### src/rtl/core/tllru_pkg.sv
// ----------------------------------------------------------------------------
// tllru_pkg
// shared constants and types for the two-level lru miss counter
// ----------------------------------------------------------------------------
`default_nettype none
package tllru_pkg;

  localparam int unsigned LineBytesDef = 64;
  localparam int unsigned L1SetsDef    = 8;
  localparam int unsigned L1WaysDef    = 2;
  localparam int unsigned L2SetsDef    = 64;
  localparam int unsigned L2WaysDef    = 8;
  localparam int unsigned AddrBitsDef  = 48;

  localparam int unsigned FieldAddrW = 48;
  localparam int unsigned CountW     = 32;

  localparam logic CmdAccess = 1'b0;
  localparam logic CmdClear  = 1'b1;

  typedef enum logic [2:0] {
    ST_SWEEP,
    ST_IDLE,
    ST_L1_LOOK,
    ST_L2_LOOK,
    ST_RESULT
  } state_e;

  // commands from controller to datapath
  typedef struct packed {
    logic load_item;
    logic sweep;
    logic l1_update;
    logic l2_update;
    logic count_clear;
    logic out_load;
  } ctrl_t;

  // status from datapath to controller
  typedef struct packed {
    logic is_clear;
    logic l1_hit;
    logic sweep_done;
  } stat_t;

endpackage : tllru_pkg
`default_nettype wire

### src/rtl/core/tllru_ctrl.sv
// ----------------------------------------------------------------------------
// tllru_ctrl
// sequencer: clearing sweep, l1 lookup, l2 lookup, result hand-off
// ----------------------------------------------------------------------------
`default_nettype none
module tllru_ctrl (
  input  wire logic             clk_i,
  input  wire logic             rst_ni,
  input  wire logic             in_valid_i,
  output logic                  in_ready_o,
  input  wire logic             out_busy_i,
  input  wire tllru_pkg::stat_t stat_i,
  output tllru_pkg::ctrl_t      ctrl_o
);

  tllru_pkg::state_e state_q, state_d;

  always_ff @(posedge clk_i or negedge rst_ni) begin
    if (!rst_ni) begin
      state_q <= tllru_pkg::ST_SWEEP;
    end else begin
      state_q <= state_d;
    end
  end

  always_comb begin
    state_d = state_q;
    case (state_q)
      tllru_pkg::ST_SWEEP: begin
        if (stat_i.sweep_done) state_d = tllru_pkg::ST_IDLE;
      end
      tllru_pkg::ST_IDLE: begin
        if (in_valid_i && !out_busy_i) state_d = tllru_pkg::ST_L1_LOOK;
      end
      tllru_pkg::ST_L1_LOOK: begin
        if (stat_i.is_clear) state_d = tllru_pkg::ST_SWEEP;
        else if (stat_i.l1_hit) state_d = tllru_pkg::ST_RESULT;
        else state_d = tllru_pkg::ST_L2_LOOK;
      end
      tllru_pkg::ST_L2_LOOK: state_d = tllru_pkg::ST_RESULT;
      tllru_pkg::ST_RESULT: begin
        if (!out_busy_i) state_d = tllru_pkg::ST_IDLE;
      end
      default: state_d = tllru_pkg::ST_SWEEP;
    endcase
  end

  always_comb begin
    ctrl_o     = '0;
    in_ready_o = 1'b0;
    case (state_q)
      tllru_pkg::ST_SWEEP: ctrl_o.sweep = 1'b1;
      tllru_pkg::ST_IDLE: begin
        // the result register doubles as the live state, so wait for it to drain
        in_ready_o       = !out_busy_i;
        ctrl_o.load_item = in_valid_i && !out_busy_i;
      end
      tllru_pkg::ST_L1_LOOK: begin
        if (stat_i.is_clear) begin
          // clear result leaves now, the sweep follows
          ctrl_o.count_clear = !out_busy_i;
          ctrl_o.out_load    = !out_busy_i;
        end else begin
          ctrl_o.l1_update = 1'b1;
        end
      end
      tllru_pkg::ST_L2_LOOK: ctrl_o.l2_update = 1'b1;
      tllru_pkg::ST_RESULT:  ctrl_o.out_load  = !out_busy_i;
      default: ctrl_o = '0;
    endcase
  end

endmodule
`default_nettype wire

### config.mk
export PLATFORM = sky130hd
export DESIGN_NAME = tllru_ctrl
export DESIGN_NICKNAME = d
export VERILOG_FILES = /design/src/rtl/core/tllru_pkg.sv /design/src/rtl/core/tllru_ctrl.sv
export SDC_FILE = /design/constraint.sdc
export NUM_CORES = 1
export LEC_CHECK = 0
export BUFFER_PORTS_ARGS = -buffer_cell sky130_fd_sc_hd__buf_4
export CORE_AREA = 2 2 39 41
export DETAILED_ROUTE_END_ITERATION = 8
export DIE_AREA = 0 0 41 43
export PLACE_DENSITY = 0.42
export SYNTH_ARGS = -nofsm -noshare
export SYNTH_HDL_FRONTEND = slang
export SYNTH_SLANG_ARGS = --single-unit
### constraint.sdc
create_clock -name clk_i -period 2.4 [get_ports clk_i]
set_clock_uncertainty 0.15 [all_clocks]
set_input_delay 0 -clock clk_i [delete_from_list [all_inputs] [get_ports clk_i]]
set_output_delay 0 -clock clk_i [all_outputs]
set_load 0.1 [all_outputs]
==> results of run 1 <==
==> cell usage after synthesis (all sizes together), types with 3 or more instances <==
library cell	instances	area, sq um
dfrtp	3	75.1
nor3	4	20.0
nand2b	3	21.3
inv	3	11.3
==> per-layer routing <==
metal / track usage (%) / wire length, microns / up-vias
met2: 15.0 / 335 / 14
met1: 11.3 / 264 / 128
met4: 12.0 / 25 / 0
met3: 1.57 / 47 / 2
met5: 0 / 0 / -
li1: - / - / 138
==> how the worst max path moves through the flow <==
stage,startpoint,to,depth (start not counted)
after global placement,state_q[2],ctrl_o[0],4
after detailed placement,state_q[2],ctrl_o[0],4
after global routing,state_q[2],ctrl_o[0],4
after CTS,state_q[2],ctrl_o[0],4
after floorplan,state_q[1],state_q[1],3
final,state_q[2],ctrl_o[0],4
==> worst min-delay path, delay by kind of cell <==
family | cells | cell delay, ns
buffers and inverters | 1 | 0.10
AND/OR/NAND/NOR | 1 | 0.06
AO/OA/AOI/OAI | 1 | 0.24
==> what timing repair did <==
item                                   CTS  global route
hold buffers                             6             0
resized for setup                        0             0
endpoints found under the hold margin    6             0
==> power groups by stage <==
stage                     combinational [W]   clock, W  sequential (W)
after detailed placement           0.000345          0        0.000116
after global placement             0.000342          0        0.000118
final                              0.000368  0.0000933        0.000116
after CTS                          0.000371  0.0000973        0.000115
after floorplan                    0.000315          0       0.0000862
after global routing               0.000388  0.0000975        0.000121
==> cell type report <==
class	count	area, sq um	area share (%)
inverter	3	11.3	2.46
tap	16	20.0	4.37
multi-input combinational	19	168	36.6
sequential	3	75.1	16.4
timing repair buffer	19	158	34.4
clock buffer	4	26.3	5.74
==> stage by stage <==
| step | cell area, sq um | utilization [%] | cells | total power [W] |
|---|---|---|---|---|
| 2_1_floorplan | 262 | - | 26 | 0.000401 |
| 3_3_place_gp | 372 | 26.9 | 54 | 0.000460 |
| 3_5_place_dp | 372 | 26.9 | 54 | 0.000461 |
| 4_1_cts | 458 | 33.1 | 64 | 0.000584 |
| 5_1_grt | 458 | 33.1 | 64 | 0.000606 |
| 6_report | 458 | 33.1 | 64 | 0.000577 |
==> kinds of logic (layout without fill, tap and decap cells) <==
logic type / Yosys count / count (layout) / synth area share, %
compound gates: 6 / 6 / 21.6
buf+inv: 4 / 26 / 7.90
simple gates: 12 / 12 / 34.7
flops: 3 / 3 / 31.6
mux: 1 / 1 / 4.21
==> cell usage in the layout, fill, tap and decap left out, drive strengths merged, types with 3 or more instances in the layout <==
master       count
buf             13
dlygate4sd3      6
nand2b           3
inv              3
dfrtp            3
clkbuf           4
nor3             4
==> flow_metrics.py, run 1 <==
metrics = {
    "timing": {
        "setup_viol": 0,
        "fin_tns_setup_ns": 0,
        "holdWs_ns": 0.0511,
        "fmax_ghz": 0.532,
        "final_hold_viol_count": 0,
        "rsz0062_at_grt": "false",
        "worst_pin_slew_ns": 0.374,
        "slew_headroom_pct": 75.0,
        "post-route-min-period_ns": 1.88,
        "drv_slew": 0,
        "fin_crit_sh_pct": 78.3,
        "fin_ws_ns": 0.522,
    },
    "routing": {
        "vias": 282,
        "via_per_inst": 4.41,
        "routed_wl_microns": 672,
        "drt_pre_antenna_iters": 2,
        "ant_nets": 0,
        "wl_per_cell_microns": 10.5,
        "drt-initial-drc-count": 1,
        "drc": 0,
    },
    "global_routing": {
        "grt_pass1_vias": 298,
        "grt_first_pass_wirelength_mm": 1.15,
        "grt_overflow": 0,
        "grt_antenna_before_repair": 0,
        "track_usage_pct": 10.4,
        "grt_max_degree": 11,
    },
    "power": {
        "p_per_area_nw_per_um2": 1260,
        "p_leak_nw": 0.206,
        "p_sw_w": 0.000330,
        "p_clk_share_pct": 16.2,
        "sw_frac_of_total_pct": 57.1,
        "internal_power_w": 0.000247,
        "p_seq_share_pct": 20.0,
        "comb_power_share_pct": 63.8,
        "irDropWorstVdd_mv": 0.345,
    },
    "placed_design": {
        "gp_congestion": 0.714,
        "pre_cts_ws_ns": 0.783,
        "portBuffers": 13,
        "dp_hpwl_microns": 494,
    },
    "floorplan": {
        "start_util_pct": 17.2,
        "die_area_sq_um": 1760,
        "core_sq_um": 1380,
        "fp.dieW_microns": 41,
        "fp.dieH_microns": 43,
        "ios": 14,
        "fp-row-count": 14,
    },
    "setup_path": {
        "critPathTopFamily": "simple AND/OR/NAND/NOR gates",
        "r2r_slack_ns": 0.57,
        "reg2regPathDepth": 4,
        "crit_arrival_ns": 1.73,
        "reg2reg_to": "state_q[0]",
        "r2r_start": "state_q[0]",
        "cp_cell_sequence": "nand2b_2, or2_1, a211oi_2, buf_4",
        "critPathBufInv": 1,
        "endpoint_kind": "output pin",
        "cp_max_fo": 7,
        "required_ns": 2.25,
        "critPathKind": "reg -> out",
        "slowest_delay_ns": 0.47,
        "startpoint_type": "flip-flop",
        "worst_path_max_delay_cell": "dfrtp_1",
    },
    "final_layout": {
        "fin_nets": 56,
        "nFillCells": 152,
        "largestRegisters": "state_q: 3 flops",
        "diodes": 0,
        "drive_gt1_share_pct": 50.0,
        "regMostFlops": "state_q",
        "area_delta_synth_final_pct": 92.6,
        "largest_register_ffs": 3,
    },
    "yosys": {
        "synthArstFlopShare_pct": 100,
        "avgSynthCellArea_sq_um": 9.14,
        "netlist_area_sq_um": 238,
        "syn-num-nets": 33,
        "synth-seq-cells": 3,
        "yosys_most_used_dff": "dfrtp_1",
        "syn_inst": 26,
        "ys_types": 18,
        "yosys_warnings": 0,
        "ys_seq_area_share_pct": 31.6,
        "synth_edf_count": 0,
    },
    "cts": {
        "clk-insertion-delay-late_ns": 0.24,
        "clk_path_buf_depth": 2,
        "cts_tree": "built",
        "htreeDepth": 1,
        "post_cts.repair.setup_buffers": 0,
        "cts_num_sinks": 3,
        "cts_buffers": 3,
        "root_buffer": "clkbuf_4",
        "path_clk_slew_ns": 0.04,
    },
    "hold_path": {
        "hold_path_end": "state_q[1]",
        "min_path_type": "in -> reg",
        "hold_depth": 3,
        "worstHoldStart": "stat_i[2]",
    },
    "outcome": {
        "status": "finished, final reports clean",
    },
    "run": {
        "max-cap-violations": 0,
    },
}
Note: power is estimated with default switching activity, not from simulation.
==> run 2, diff against run 1 <==
ABC_AREA = 1   (was unset)
PLACE_DENSITY = 0.41   (was 0.42)
clock period = 1.9 ns   (was 2.4 ns; I/O delays follow)
==> run 2 against run 1 <==
Compared with the run above:
- clock power increased by 19%
- final area decreased by 0.55%
- largest cell class is now non-clock buffers
- synthesized area is 1.1% lower
- power is 46% higher
- hold slack lost 0.0051 ns
- largest power group unchanged
==> flow_metrics.py, run 2 <==
metrics = {
    "outcome": {
        "status": "finished, final reports clean",
    },
    "yosys": {
        "synthArstFlopShare_pct": 100,
        "yosys.area.top_type": "dfrtp_1",
        "syn-num-nets": 44,
        "avgSynthCellArea_sq_um": 6.36,
        "synth_commonest_cells": "nor2_1, nand2_1, nand3_1",
        "netlist_area_sq_um": 235,
        "syn_inst": 37,
        "synth_top_area_share_pct": 31.9,
        "yosys_warnings": 0,
        "ys_types": 14,
        "yosys_most_used_dff": "dfrtp_1",
        "ys_seq_area_share_pct": 31.9,
        "netlist_top_cells_area": "dfrtp_1, nor2_1, nand2_1, nand3_1, nor2_2",
        "yosysMostFrequentCell": "nor2_1",
        "synth-seq-cells": 3,
        "synth_edf_count": 0,
    },
    "routing": {
        "routed_wl_microns": 646,
        "ant_nets": 0,
        "via_per_inst": 3.84,
        "drc": 0,
        "drt-initial-drc-count": 1,
        "vias": 292,
        "wl_per_cell_microns": 8.50,
        "drt_pre_antenna_iters": 3,
    },
    "timing": {
        "fmax_ghz": 0.633,
        "drv_slew": 0,
        "rsz0062_at_grt": "false",
        "fin_tns_setup_ns": 0,
        "post-route-min-period_ns": 1.58,
        "fin_ws_ns": 0.319,
        "final_hold_viol_count": 0,
        "slew_headroom_pct": 81.4,
        "fin_crit_sh_pct": 83.2,
        "worst_pin_slew_ns": 0.282,
        "setup_viol": 0,
    },
    "placed_design": {
        "pre_cts_ws_ns": 0.557,
        "dp_hpwl_microns": 527,
        "gp_congestion": 0.718,
        "portBuffers": 13,
    },
    "setup_path": {
        "cp_max_fo": 5,
        "required_ns": 1.75,
        "endpoint_kind": "output pin",
        "startpoint_type": "flip-flop",
        "critPathKind": "reg -> out",
        "crit_arrival_ns": 1.43,
    },
    "cts": {
        "post_cts.repair.setup_buffers": 0,
        "cts_buffers": 3,
        "clk-insertion-delay-late_ns": 0.23,
        "root_buffer": "clkbuf_4",
        "clk_path_buf_depth": 2,
        "cts_num_sinks": 3,
        "htreeDepth": 1,
        "postCtsResizedCells": 0,
        "path_clk_slew_ns": 0.04,
        "cts.hold.buffers_added": 6,
        "cts_tree": "built",
    },
    "floorplan": {
        "core_sq_um": 1380,
        "ios": 14,
        "fp.dieW_microns": 41,
        "die_area_sq_um": 1760,
        "start_util_pct": 17.0,
        "fp.dieH_microns": 43,
        "fp-row-count": 14,
    },
    "power": {
        "p_leak_nw": 0.227,
        "p_per_area_nw_per_um2": 1850,
        "total_power_w": 0.000842,
        "irDropWorstVdd_mv": 0.891,
    },
    "global_routing": {
        "track_usage_pct": 9.74,
        "grt_first_pass_wirelength_mm": 1.14,
        "grt_antenna_before_repair": 0,
        "grt_max_degree": 6,
        "grt_overflow": 0,
        "grt_pass1_vias": 295,
    },
    "final_layout": {
        "nFillCells": 158,
        "largest_register_ffs": 3,
        "regMostFlops": "state_q",
        "final_common_cell": "buf_4",
        "utilization_pct": 32.9,
        "largestRegisters": "state_q: 3 flops",
        "mostFrequentLayoutCells": "buf_4, nand2_1, dlygate4sd3_1",
        "drive_gt1_share_pct": 46.7,
        "seq_area_sq_um": 75.1,
        "fin_nets": 68,
        "diodes": 0,
        "multi_input_area_sq_um": 154,
        "area_delta_synth_final_pct": 93.6,
    },
    "run": {
        "max-cap-violations": 0,
    },
    "hold_path": {
        "min_path_type": "in -> reg",
    },
}
[run 2: cell types whose count changed after synthesis, sizes merged, moves of 2 or more]
cell	previous run	this run
nor2	1	10
nand2b	3	0
nand3	0	5
nor3	4	1
o21ai	0	2
nand2	0	6
inv	3	6
[run 2: cell families after synthesis]
kind of cell	count (synthesis)	synth area share, %
simple gates	24	48.4
compound gates	4	10.1
flops	3	31.9
buf+inv	6	9.57
[run 2: report_power, final]
part	internal, W	total, W	switching [W]
logic	0.000153	0.000605	0.000452
registers	0.0000917	0.000126	0.0000340
clock network	0.0000787	0.000111	0.0000325
[run 2: final cells by class]
class	count	share of cell area (%)
inverter	6	4.95
sequential	3	16.5
multi-input combinational	28	33.8
timing repair buffer	19	34.6
clock buffer	4	5.77
tap	16	4.40
[run 2: routing by layer]
layer | track usage [%] | share of wire (%) | routed length [microns]
met3 | 5.24 | 6.8 | 44
met1 | 11.3 | 43 | 278
met5 | 0 | 0 | 0
met4 | 4.00 | 0 | 0
met2 | 14.4 | 50 | 323
[run 2: worst paths after layout]
| check | cells after the start | slack, ns | end | from |
|---|---|---|---|---|
| max | 6 | 0.32 | ctrl_o[0] | state_q[2] |
| min reg2reg | 2 | 0.53 | state_q[2] | state_q[2] |
| min | 4 | 0.05 | state_q[0] | stat_i[0] |
| max reg2reg | 5 | 0.38 | state_q[2] | state_q[0] |
| max in group asynchronous | 3 | 0.95 | state_q[0] | rst_ni |
| min in group asynchronous | 3 | 0.50 | state_q[2] | rst_ni |
[run 2: critical path, cell delays in order (launching register included)]
cell	delay [ns]
dfrtp_1	0.43
inv_2	0.09
nand2_1	0.08
inv_2	0.07
nand3_1	0.11
a21oi_2	0.13
buf_4	0.29
[run 2: through the flow]
step                      area [sq um]  cells  hold WS (ns)
final                              455     76        0.0460
after global routing               455     76        0.0744
after CTS                          455     76        0.0465
after detailed placement           369     66        -0.359
after global placement             369     66        -0.359
after floorplan                    251     37        -0.446
